## config.mk

```make
export PLATFORM = sky130hd
export DESIGN_NAME = ffpa_used_cell
export DESIGN_NICKNAME = d
export VERILOG_FILES = /design/src/sv/first_fit_page_extent_allocator_top_macros.svh /design/src/sv/ffpa_pkg.sv /design/src/sv/ffpa_used_cell.sv
export SDC_FILE = /design/constraint.sdc
export NUM_CORES = 1
export LEC_CHECK = 0
export ABC_AREA = 1
export BUFFER_PORTS_ARGS = -buffer_cell sky130_fd_sc_hd__buf_4
export CAP_MARGIN = 20
export CORE_MARGIN = 2
export CORE_UTILIZATION = 25
export CTS_CLUSTER_SIZE = 10
export DETAILED_ROUTE_END_ITERATION = 10
export PLACE_DENSITY = 0.58
export SLEW_MARGIN = 0
export SYNTH_ARGS = -nofsm -noshare
export SYNTH_HDL_FRONTEND = slang
export SYNTH_SLANG_ARGS = --single-unit
```

## constraint.sdc

```tcl
create_clock -name clk -period 2.7 [get_ports clk]
set_input_delay 0.54 -clock clk [delete_from_list [all_inputs] [get_ports clk]]
set_output_delay 0.54 -clock clk [all_outputs]
set_load 0.01 [all_outputs]
```

## src/sv/first_fit_page_extent_allocator_top_macros.svh

```systemverilog
`ifndef FIRST_FIT_PAGE_EXTENT_ALLOCATOR_TOP_MACROS_SVH
`define FIRST_FIT_PAGE_EXTENT_ALLOCATOR_TOP_MACROS_SVH

// Same-cycle implication, sampled on clk, off while rst is high.
`define FFPA_ASSERT_IMP(lbl, pre, post, msg) \
  lbl: assert property (@(posedge clk) disable iff (rst) (pre) |-> (post)) else $error(msg);

// Next-cycle implication, sampled on clk, off while rst is high.
`define FFPA_ASSERT_NXT(lbl, pre, post, msg) \
  lbl: assert property (@(posedge clk) disable iff (rst) (pre) |=> (post)) else $error(msg);

`endif

```

## src/sv/ffpa_pkg.sv

```systemverilog
package ffpa_pkg;

  localparam int PAGE_BITS = 20;
  localparam int CNT_BITS = PAGE_BITS + 1;
  localparam int CFG_IDX_BITS = 1;
  localparam int CFG_DATA_BITS = CNT_BITS;

  localparam int MAX_FREE_EXTENTS = 64;
  localparam int MAX_ALLOCATIONS = 64;

  localparam logic [CFG_IDX_BITS-1:0] REG_FIRST_PAGE = 1'b0;
  localparam logic [CFG_IDX_BITS-1:0] REG_END_PAGE = 1'b1;

  typedef enum logic [1:0] {
    ACT_ALLOC = 2'd0,
    ACT_FREE  = 2'd1,
    ACT_INIT  = 2'd2,
    ACT_NOP   = 2'd3
  } action_t;

  typedef enum logic [2:0] {
    STS_OK        = 3'd0,
    STS_NO_FIT    = 3'd1,
    STS_RANGE     = 3'd2,
    STS_NOT_ALLOC = 3'd3,
    STS_FULL      = 3'd4
  } status_t;

  typedef enum logic [2:0] {
    ST_IDLE,
    ST_USCAN,
    ST_FSCAN,
    ST_WRITE,
    ST_DONE
  } state_t;

  typedef struct packed {
    action_t               action;
    logic [CNT_BITS-1:0]   page_count;
    logic [PAGE_BITS-1:0]  page_number;
  } in_item_t;

  typedef struct packed {
    status_t               status;
    logic [PAGE_BITS-1:0]  result_page;
    logic [CNT_BITS-1:0]   result_count;
  } out_item_t;

  typedef struct packed {
    logic [PAGE_BITS-1:0] start;
    logic [CNT_BITS-1:0]  len;
  } free_ent_t;

  typedef struct packed {
    logic                 valid;
    logic [PAGE_BITS-1:0] start;
    logic [CNT_BITS-1:0]  len;
  } used_ent_t;

  typedef struct packed {
    logic shift;
    logic load_head;
  } free_ctl_t;

  typedef struct packed {
    logic shift;
    logic clear;
    logic wr;
  } used_ctl_t;

endpackage

```

## src/sv/ffpa_used_cell.sv

```systemverilog
module ffpa_used_cell #(
  parameter int NA  = ffpa_pkg::MAX_ALLOCATIONS,
  parameter int IDX = 0
) (
  input  logic                    clk,
  input  logic                    rst,
  input  ffpa_pkg::used_ctl_t     ctl,
  input  logic [$clog2(NA)-1:0]   wr_slot,
  input  ffpa_pkg::used_ent_t     wr_ent,
  input  ffpa_pkg::used_ent_t     nxt,
  output ffpa_pkg::used_ent_t     q
);

  localparam int SW = $clog2(NA);
  localparam logic [SW-1:0] MY_SLOT = SW'(IDX);

  logic hit;
  assign hit = ctl.wr && (wr_slot == MY_SLOT);

  always_ff @(posedge clk) begin
    if (rst) begin
      q.valid <= 1'b0;
    end else if (ctl.clear) begin
      q.valid <= 1'b0;
    end else if (hit) begin
      q.valid <= wr_ent.valid;
    end else if (ctl.shift) begin
      q.valid <= nxt.valid;
    end
  end

  always_ff @(posedge clk) begin
    if (hit && wr_ent.valid) begin
      q.start <= wr_ent.start;
      q.len   <= wr_ent.len;
    end else if (ctl.shift) begin
      q.start <= nxt.start;
      q.len   <= nxt.len;
    end
  end

endmodule

```

==> impl_metrics.json <==
{
  "fin_crit_ns": 1.657,
  "hold_viol": 0,
  "fin_area_sq_um": 3199,
  "path_cells": "buf_4 > inv_1 > nand2_1 > nor2_2 > nand3_4 > buf_12 > nand2_1 > o21ai_0",
  "rsz0062_at_grt": "no",
  "cts_hold_buf": 0,
  "cts_buffers": 5,
  "path_clk_slew_ns": 0.07,
  "die_w_um": 93.68,
  "synth.area.top_cells": "edfxtp_1 (61%), nand2_1 (9.3%), inv_1 (9.0%)",
  "yosysWarnings": 0,
  "largest_reg_flops": 42,
  "async_flop_share_pct": 0,
  "fin_tns_setup_ns": 0,
  "seq_area_frac_synth_pct": 62.23,
  "dr.pass1.iters": 3,
  "cpPeakStageDelay_ns": 0.31,
  "r2r_slack_ns": 2.04,
  "critPathKind": "primary input to register",
  "dpl_cell_area_sq_um": 3119,
  "dpl.cell_count": 428,
  "min_from": "rst",
  "worstSetupStartpointType": "primary input",
  "crit_slowest_cell": "buf_12",
  "antenna_found_initial": 0,
  "drcViolationCount": 0,
  "place_hpwl_um": 3634,
  "synth.most_common_cell": "nand2_1",
  "grt-ovfl-total": 0,
  "clock_skew_ns": 0,
  "drv_cap": 0,
  "end_kind": "register",
  "routedWlPerCell_um": 10.72,
  "cp_common_cell": "nand2_1",
  "ys.flop_type": "edfxtp_1",
  "nets": 428,
  "power_density_nw_per_um2": 451.0,
  "whs_path_depth": 4,
  "r2r-end": "q[41]",
  "finalCritPeriodShare_pct": 61.37,
  "cp_data_required_time_ns": 2.72,
  "netlist_instances": 197,
  "n_antenna_cell": 0,
  "crit-reg2reg-launch": "q[41]",
  "holdWs_ns": 0.4857,
  "cts-resized-gates": 0,
  "ant_nets": 0,
  "clock_latency_ns": 0.28,
  "cts_sinks": 42,
  "syn_to_final_growth_pct": 59.12,
  "relSlewSlack_pct": 78.68,
  "grt_max_degree": 57,
  "detail_route.vias_per_cell": 3.917,
  "reg_top3": "q x42",
  "post_cts_buffers": 0,
  "rows": 32,
  "ir_drop_v": 0.0001590,
  "setup_viol": 0,
  "core-area_sq_um": 7767,
  "worstHoldEndpoint": "q[41]",
  "nFillCells": 798,
  "grt_usage_pct": 10.47,
  "drive_gt1_share_pct": 48.80,
  "port_buffers": 136,
  "tightest_slew_ns": 0.3198,
  "vias": 1708,
  "p_total_mw": 1.443,
  "reg2reg_depth": 4,
  "start_util_pct": 25.89,
  "routed_wl_um": 4672,
  "critPathBufInv": 3,
  "gp_congestion": 0.7397,
  "drv_slew": 0,
  "cts_buffer_depth": 2,
  "grt_pass1_wl_um": 7196,
  "syn_area_sq_um": 2011,
  "cts_tree": "built",
  "regMostFlops": "q",
  "dieArea_sq_um": 8776,
  "yosysUniqueCellTypes": 14,
  "io_pins": 137,
  "cp_data_arrival_time_ns": 1.68,
  "p_leak_nw": 1.649,
  "cts_max_level": 2,
  "synth_top_cell_area_share_pct": 61.23,
  "syn_nets": 292,
  "yosys-top-cells-count": "nand2_1 (50), inv_1 (48), edfxtp_1 (41)",
  "fmax_ghz": 0.6035,
  "stdcell_count": 436,
  "status": "complete, no violations",
  "syn_avg_cell_area_sq_um": 10.21,
  "grt_pass1_vias": 1662,
  "fp.dieH_um": 93.68,
  "cts_root_buffer": "clkbuf_8",
  "synth_top_cell_by_area": "edfxtp_1",
  "cp_top_family": "simple AND/OR/NAND/NOR gates",
  "synth_edf_count": 41,
  "first_iter_violations": 37,
  "synth_seq_cells": 42,
  "cp_max_fo": 56,
  "hp-class": "primary input to register"
}
-- where the power goes --
part | internal (mW) | total, mW | switching (mW)
clock | 0.184 | 0.374 | 0.191
combinational | 0.172 | 0.281 | 0.110
sequential | 0.773 | 0.787 | 0.0142
-- final cells by class --
cell class / instances / area (sq um) / area share, %
Inverter: 48 / 180.2 / 5.632
Multi-Input combinational cell: 98 / 499.2 / 15.60
Clock buffer: 8 / 80.08 / 2.503
Sequential cell: 42 / 1251 / 39.11
Timing Repair Buffer: 138 / 1061 / 33.16
Tap cell: 102 / 127.6 / 3.989
-- kinds of logic after synthesis --
| logic type | after synthesis | share of synthesized area, % |
|---|---|---|
| compound gates | 41 | 13.01 |
| buf+inv | 57 | 13.44 |
| flops | 42 | 62.23 |
| simple gates | 57 | 11.33 |
-- worst reg2reg max path, stage by stage (launching register included) --
cell and delay (ns):
dfxtp_1 0.32, nor2_1 0.10, nand2_1 0.06, nand2_1 0.05
nor2_1 0.04
-- metrics by stage --
stage / util [%] / setup WS (ns)
global route: 41.19 / 0.8791
floorplan: - / 0.3907
detailed placement: 40.16 / 0.7005
global placement: 40.16 / 0.7539
CTS: 41.19 / 1.012
finish: 41.19 / 1.043
-- per-layer routing --
layer  wire, um  global-route usage, %
met3        453                  3.451
met4         52                  4.348
met1       1735                  11.16
met5          0                      0
met2       2431                  18.87
-- cells in the final DEF, fill, tap and decap left out --
cell type,n
buf_4,136
clkbuf_1,3
nor2_2,2
o21ai_0,9
clkbuf_8,5
nor2_1,3
inv_1,48
nand2_1,49
o21ai_2,15
nand2_2,1
or2_2,1
edfxtp_1,41
o21ai_1,17
dfxtp_1,1
nand3_4,1
buf_12,2
-- worst max path at each step --
stage | startpoint | to | slack [ns] | depth (start not counted)
5_1_grt | wr_slot[1] | q[33] | 0.88 | 8
3_5_place_dp | wr_slot[1] | q[32] | 0.70 | 8
3_3_place_gp | wr_slot[1] | q[18] | 0.75 | 7
2_1_floorplan | wr_slot[1] | q[0] | 0.39 | 6
6_report | wr_slot[1] | q[33] | 1.04 | 8
4_1_cts | wr_slot[1] | q[32] | 1.01 | 8
Note: power is estimated with default switching activity, not from simulation.
