File: src/sv/first_fit_page_extent_allocator_top_macros.svh
`ifndef FIRST_FIT_PAGE_EXTENT_ALLOCATOR_TOP_MACROS_SVH
`define FIRST_FIT_PAGE_EXTENT_ALLOCATOR_TOP_MACROS_SVH

// Same-cycle implication, sampled on clk, off while rst is high.
`define FFPA_ASSERT_IMP(lbl, pre, post, msg) \
  lbl: assert property (@(posedge clk) disable iff (rst) (pre) |-> (post)) else $error(msg);

// Next-cycle implication, sampled on clk, off while rst is high.
`define FFPA_ASSERT_NXT(lbl, pre, post, msg) \
  lbl: assert property (@(posedge clk) disable iff (rst) (pre) |=> (post)) else $error(msg);

`endif

File: src/sv/ffpa_pkg.sv
package ffpa_pkg;

  localparam int PAGE_BITS = 20;
  localparam int CNT_BITS = PAGE_BITS + 1;
  localparam int CFG_IDX_BITS = 1;
  localparam int CFG_DATA_BITS = CNT_BITS;

  localparam int MAX_FREE_EXTENTS = 64;
  localparam int MAX_ALLOCATIONS = 64;

  localparam logic [CFG_IDX_BITS-1:0] REG_FIRST_PAGE = 1'b0;
  localparam logic [CFG_IDX_BITS-1:0] REG_END_PAGE = 1'b1;

  typedef enum logic [1:0] {
    ACT_ALLOC = 2'd0,
    ACT_FREE  = 2'd1,
    ACT_INIT  = 2'd2,
    ACT_NOP   = 2'd3
  } action_t;

  typedef enum logic [2:0] {
    STS_OK        = 3'd0,
    STS_NO_FIT    = 3'd1,
    STS_RANGE     = 3'd2,
    STS_NOT_ALLOC = 3'd3,
    STS_FULL      = 3'd4
  } status_t;

  typedef enum logic [2:0] {
    ST_IDLE,
    ST_USCAN,
    ST_FSCAN,
    ST_WRITE,
    ST_DONE
  } state_t;

  typedef struct packed {
    action_t               action;
    logic [CNT_BITS-1:0]   page_count;
    logic [PAGE_BITS-1:0]  page_number;
  } in_item_t;

  typedef struct packed {
    status_t               status;
    logic [PAGE_BITS-1:0]  result_page;
    logic [CNT_BITS-1:0]   result_count;
  } out_item_t;

  typedef struct packed {
    logic [PAGE_BITS-1:0] start;
    logic [CNT_BITS-1:0]  len;
  } free_ent_t;

  typedef struct packed {
    logic                 valid;
    logic [PAGE_BITS-1:0] start;
    logic [CNT_BITS-1:0]  len;
  } used_ent_t;

  typedef struct packed {
    logic shift;
    logic load_head;
  } free_ctl_t;

  typedef struct packed {
    logic shift;
    logic clear;
    logic wr;
  } used_ctl_t;

endpackage

File: src/sv/ffpa_free_cell.sv
module ffpa_free_cell #(
  parameter bit HEAD = 1'b0
) (
  input  logic                clk,
  input  ffpa_pkg::free_ctl_t ctl,
  input  ffpa_pkg::free_ent_t nxt,
  input  ffpa_pkg::free_ent_t head_val,
  output ffpa_pkg::free_ent_t q
);

  always_ff @(posedge clk) begin
    if (ctl.load_head && HEAD) begin
      q <= head_val;
    end else if (ctl.shift) begin
      q <= nxt;
    end
  end

endmodule

File: config.mk
export PLATFORM = sky130hd
export DESIGN_NAME = ffpa_free_cell
export DESIGN_NICKNAME = d
export VERILOG_FILES = /design/src/sv/first_fit_page_extent_allocator_top_macros.svh /design/src/sv/ffpa_pkg.sv /design/src/sv/ffpa_free_cell.sv
export SDC_FILE = /design/constraint.sdc
export NUM_CORES = 1
export LEC_CHECK = 0
export BUFFER_PORTS_ARGS = -buffer_cell sky130_fd_sc_hd__buf_4
export CORE_MARGIN = 8
export CORE_UTILIZATION = 37
export DETAILED_ROUTE_END_ITERATION = 6
export HOLD_SLACK_MARGIN = 0.15
export PLACE_DENSITY_LB_ADDON = 0.15
export SYNTH_ARGS = -nofsm -noshare
export SYNTH_HDL_FRONTEND = slang
export SYNTH_SLANG_ARGS = --single-unit
export TNS_END_PERCENT = 100
File: constraint.sdc
create_clock -name clk -period 0.8 [get_ports clk]
set_input_delay 0.04 -clock clk [delete_from_list [all_inputs] [get_ports clk]]
set_output_delay 0.04 -clock clk [all_outputs]
set_load 0.03 [all_outputs]
==> results.txt, run 1 <==
----------------------------------------------------
[Synth]
  Synth Net Count ... 126
  Instance count of the mapped netlist ... 41
  Compound-gate portion of the synthesized area ... 0%
  Average instance area after synthesis ... 30.0 um2
  Adder and majority gate portion of the synthesized area ... 0%
  Cell Area, Synth ... 1230 um2
  Total of flip-flops plus latches after synthesis ... 41
  Proportion of synthesized area in mux cells ... 0%
  Post-Synth Simple-Gate Area ... 0%
  Portion of the post-synthesis area used by sequential elements ... 100%
  Count of different cell masters after synthesis ... 1
  Area share of xor/xnor cells in the synthesized design ... 0%
  Number of warnings issued by yosys ... 0

[Global route]
  Number of global-route vias before repair ... 1018
  Initial antenna violation count ... 0
  Maximum number of pins on one net before global-route repair ... 23
  Wire length of the first global-routing pass ... 5.29 mm
  Global routing usage summed across all routing layers ... 13.7%
  Overall overflow remaining after global route ... 0

[STA]
  Worst slew margin relative to its limit ... 92.1%
  Tmin final ... 0.963 ns
  RSZ-0062 raised after global routing ... true
  Top achievable clock speed ... 1.04 GHz
  # setup viols final ... 41
  Tightest Pin Transition ... 0.119 ns
  Number of endpoints with negative hold slack in the final report ... 0
  Number of max-slew violations in the final report ... 0
  Setup slack after layout ... -0.163 ns
  Worst-case hold slack ... 0.111 ns
  Share of the clock period used by the worst path after layout ... 120%

[Setup path]
  WP buf/inv ... 1
  Largest fanout on the critical path ... 1
  Worst path arrival time ... 0.92 ns
  Max stage delay on crit path ... 0.43 ns
  Data required time of the critical path ... 0.76 ns
  Category of the most critical setup path ... register to output port
  Sequence of cells on the critical path ... buf_6
  Top cell family by delay on the critical path ... flip-flops
  Worst Setup Start Kind ... register
  Crit end category ... output port
  Max stage delay cell, worst path ... edfxtp_1

[Layout]
  Largest register FFs ... 41
  Top reg by flops ... q
  Growth of design area from synthesis to finish ... 110%
  Antenna Diode Count ... 0
  Number of nets in the finished design ... 259
  Layout multi-input combinational cell count ... 0
  Total area of multi-input combinational cells ... 0 um2
  Fill count ... 192
  Post-route cell area ... 2590 um2
  Utilization after layout ... 79.5%
  Share of final-layout standard cells stronger than drive strength 1 ... 52.0%
  Registers with the highest flip-flop counts ... q (41)

[Place]
  Port Buf Inserts ... 83
  Post-placement worst setup slack ... 0.166 ns
  Global placer's final weighted congestion ... 0.670
  Dpl cell area ... 1950 um2

[Power and ir drop]
  Clock Power Share ... 25.3%
  Switching power share of the total ... 24.1%
  Register share of total power ... 52.9%
  IR drop worst, VDD ... 1.53 mV
  Internal power contribution ... 3780 uW
  Net switching power ... 1200 uW
  Static leakage ... 0.00108 uW
  Combinational group share of total power ... 21.8%
  PwrDens ... 1920 nW/um2

[Clock network]
  Clock tree from TritonCTS ... built
  CTS Root Buffer Type ... clkbuf_4
  Buffers inserted by post-CTS timing repair ... 0
  Max clock buf depth ... 2
  Clock transition at path regs ... 0.11 ns
  H-tree Lvls ... 2
  Hold-fix buffer count after cts ... 41
  Total clock buffers created by CTS ... 5
  Clock sink count ... 41

[Floorplanning]
  Die boundary width ... 73.7 um
  Top-Level Pins ... 126
  Core Region ... 3260 um2
  Starting utilization of the core area ... 37.8%
  Die ar. ... 5430 um2
  Core Rows ... 21
  Vert. Die Dim ... 73.7 um

[Drt]
  Post-route met1 wirelength ... 1.14 mm
  Post-route ant nets ... 0
  First-pass iteration count of the detailed router ... 4
  Sum of met3 wire segment lengths after detailed routing ... 332 um
  Post-route DRC violation count ... 0
  Starting DRT DRC Count ... 11
  Post-detailed-route wirelength per cell ... 15.8 um
  Vias per Instance ... 4.16
  Post-Route WL ... 3.50 mm
  Detailed-routed wire length on met2 ... 1.98 mm
  Top sig layer ... met4
  Vias post-DR ... 919

[Outcome]
  Result of the run ... finished with violations
  Failing checks ... negative setup slack

[Flow run]
  Max-cap violations ... 0

[Min path]
  Min-delay worst type ... input pin to register

----------------------------------------------------
==> path summary, 6_finish.rpt <==
| check | start | endpoint | cells past startpoint |
|---|---|---|---|
| setup / recovery | q[23] | q[23] | 1 |
| hold / removal | ctl[1] | q[32] | 2 |
==> repair_timing <==
item                       CTS  global route
resized for setup           41             0
setup endpoints to repair   41            41
hold endpoints to repair    82            41
==> cells by family (layout without fill, tap and decap cells) <==
logic type	Yosys count	count (layout)
flops	41	41
buf+inv	0	134
==> synthesized netlist by cell type <==
| cell | instances | area (um2) |
|---|---|---|
| edfxtp_1 | 41 | 1230 |
==> layout make-up <==
cell class | count | area, um2 | area share, %
Clock inverter | 2 | 33.8 | 1.30
Tap cell | 46 | 57.6 | 2.22
Clock buffer | 6 | 41.3 | 1.59
Timing Repair Buffer | 126 | 1230 | 47.4
Sequential cell | 41 | 1230 | 47.5
==> through the flow <==
stage | total power [uW] | std cells | TNS (ns)
2_1_floorplan | 2990 | 41 | 0
3_3_place_gp | 3450 | 172 | 0
3_5_place_dp | 3470 | 172 | 0
4_1_cts | 5040 | 221 | -6.21
5_1_grt | 5160 | 221 | -7.31
6_report | 4970 | 221 | -5.15
==> layout by cell type (no fill, tap or decap), drive strengths merged <==
master,netlist,routed
buf,0,85
bufinv,0,1
clkbuf,0,6
clkinv,0,1
dlygate4sd3,0,41
edfxtp,41,41
==> metal layers <==
layer,vias up,global-route usage (%)
li1,431,-
met1,432,12.5
met2,51,25.4
met3,5,6.82
met4,0,4.66
met5,-,0
==> power by group through the flow <==
stage | clock (uW) | sequential [uW] | combinational, uW
6_report | 1260 | 2630 | 1080
4_1_cts | 1330 | 2630 | 1080
5_1_grt | 1390 | 2650 | 1130
2_1_floorplan | 0 | 2990 | 0
3_3_place_gp | 0 | 2640 | 816
3_5_place_dp | 0 | 2640 | 823
(Power assumes the default switching activity.)
==> run 2, diff against run 1 <==
- BUFFER_PORTS_ARGS: -buffer_cell sky130_fd_sc_hd__buf_4 -> not set
- CORE_UTILIZATION: 37 -> 57
- CTS_CLUSTER_SIZE: not set -> 16
- DONT_BUFFER_PORTS: not set -> 1
- clock period: 0.8 -> 1 ns (I/O delays scaled with it)
==> results.txt, run 2 (synthesis results as in run 1) <==
----------------------------------------------------
[Outcome]
  Result of the run ... finished with violations
  Failing checks ... negative hold slack

[Min path]
  Min-delay worst type ... input pin to register
  Min-Delay Path Depth ... 0 (-2)
  Hold path startpoint ... ctl[1]
  Worst-case hold path end point ... q[33]

[STA]
  Setup slack after layout ... 0.0700 ns (+0.233 ns)
  Worst slew margin relative to its limit ... 78.9% (-13 points)
  Top achievable clock speed ... 1.08 GHz
  Number of max-slew violations in the final report ... 0 (unchanged)
  Tightest Pin Transition ... 0.318 ns (+0.198 ns)
  TNS Setup ... 0 ns (+5.15 ns)
  # setup viols final ... 0 (-100%)
  Number of endpoints with negative hold slack in the final report ... 41 (+41)
  Worst-case hold slack ... -0.175 ns (-0.286 ns)
  Share of the clock period used by the worst path after layout ... 93.0%
  Tmin final ... 0.930 ns
  RSZ-0062 raised after global routing ... false

[Floorplanning]
  Vert. Die Dim ... 62.5 um (-15%)
  Top-Level Pins ... 126 (unchanged)
  Core Region ... 2130 um2 (-35%)
  Die boundary width ... 62.5 um (-15%)
  Die ar. ... 3900 um2 (-28%)
  Starting utilization of the core area ... 57.9% (+20 points)
  Core Rows ... 17 (-19%)

[Drt]
  First-pass iteration count of the detailed router ... 3 (-1)
  Starting DRT DRC Count ... 7 (-4)
  Vias per Instance ... 5.05 (+21%)
  Post-route DRC violation count ... 0 (unchanged)
  Vias post-DR ... 596 (-35%)
  Post-Route WL ... 2.80 mm (-20%)
  Post-detailed-route wirelength per cell ... 23.7 um (+50%)
  Post-route ant nets ... 0 (unchanged)

[Clock network]
  H-tree Lvls ... 2 (unchanged)
  Max clock buf depth ... 2 (unchanged)
  Clock tree from TritonCTS ... built
  Total clock buffers created by CTS ... 5 (unchanged)
  Clock sink count ... 41 (unchanged)
  CTS Root Buffer Type ... clkbuf_4
  Resized Gates After CTS ... 0 (-100%)
  Buffers inserted by post-CTS timing repair ... 0 (unchanged)
  Hold-fix buffer count after cts ... 41 (unchanged)
  Clock transition at path regs ... 0.11 ns (about the same)

[Place]
  Global placer's final weighted congestion ... 0.617 (-8.0%)
  Post-placement worst setup slack ... 0.430 ns (+0.265 ns)
  Port Buf Inserts ... 0 (-100%)

[Layout]
  Largest register FFs ... 41 (unchanged)
  Antenna Diode Count ... 0 (unchanged)
  Top reg by flops ... q
  Growth of design area from synthesis to finish ... 42.3%
  Top library cells by usage in the layout, fill and taps aside ... dlygate4sd3_1, edfxtp_1, clkbuf_4
  Registers with the highest flip-flop counts ... q (41)
  Number of nets in the finished design ... 174 (-33%)
  Total area of multi-input combinational cells ... 0 um2 (unchanged)
  Layout multi-input combinational cell count ... 0 (unchanged)
  Share of final-layout standard cells stronger than drive strength 1 ... 6.67% (-45 points)
  Fill count ... 106 (-45%)

[Power and ir drop]
  Static leakage ... 0.000612 uW (-43%)
  IR drop worst, VDD ... 1.27 mV (-17%)
  PwrDens ... 1990 nW/um2 (+3.8%)
  Register share of total power ... 68.2% (+15 points)
  Clock Power Share ... 28.0% (+2.7 points)
  Internal power contribution ... 2680 uW (-29%)
  Net switching power ... 809 uW (-32%)
  Switching power share of the total ... 23.2% (-0.89 points)
  Combinational group share of total power ... 3.8% (-18 points)

[Setup path]
  Crit end category ... output port
  Data required time of the critical path ... 0.95 ns (+0.19 ns)
  Worst path arrival time ... 0.88 ns (-0.04 ns)
  Worst Setup Start Kind ... register
  Largest fanout on the critical path ... 1 (unchanged)
  Category of the most critical setup path ... register to output port

[Global route]
  Initial antenna violation count ... 0 (unchanged)
  Overall overflow remaining after global route ... 0 (unchanged)
  Global routing usage summed across all routing layers ... 14.1% (+0.35 points)
  Maximum number of pins on one net before global-route repair ... 42 (+83%)
  Number of global-route vias before repair ... 653 (-36%)
  Wire length of the first global-routing pass ... 4.02 mm (-24%)

[Flow run]
  Max-cap violations ... 0 (unchanged)

----------------------------------------------------
-- run 2: power by group through the flow --
| stage | Combinational, uW | Clock (uW) | Sequential [uW] |
|---|---|---|---|
| after floorplan | 0 | 0 | 2400 |
| after global placement | 0 | 0 | 2420 |
| after detailed placement | 0 | 0 | 2430 |
| after CTS | 129 | 1010 | 2380 |
| after global routing | 140 | 1070 | 2390 |
| final | 132 | 976 | 2380 |
-- run 2: worst max-delay path by stage --
stage,start,end,slack [ns],cells past startpoint
floorplan,q[0],q[0],0.45,0
global placement,q[24],q[24],0.44,0
detailed placement,q[15],q[15],0.43,0
CTS,q[15],q[15],0.04,0
global route,q[11],q[11],0.03,0
finish,q[11],q[11],0.07,0
-- run 2: layout make-up --
type | instances | area (um2) | area share, %
clock buffers | 6 | 41.3 | 2.36
clock inverters | 2 | 33.8 | 1.93
flip-flops and latches | 41 | 1230 | 70.3
well taps | 28 | 35.0 | 2.00
repair buffers | 41 | 410 | 23.4
-- run 2: through the flow --
step | power, uW | cell area, um2 | std cells | util [%]
floorplan | 2400 | 1230 | 41 | -
finish | 3490 | 1750 | 118 | 82.4
global placement | 2420 | 1270 | 69 | 59.5
detailed placement | 2430 | 1270 | 69 | 59.5
global route | 3600 | 1750 | 118 | 82.4
CTS | 3520 | 1750 | 118 | 82.4
-- run 2: per-layer routing --
layer / vias to the layer above / part of all wire (%) / track usage (%) / wire length [um]
li1: 264 / - / - / -
met1: 287 / 32 / 11.8 / 894
met2: 40 / 57 / 25.9 / 1610
met3: 5 / 9.1 / 7.71 / 255
met4: 0 / 1.4 / 6.84 / 38
met5: - / 0 / 0 / 0
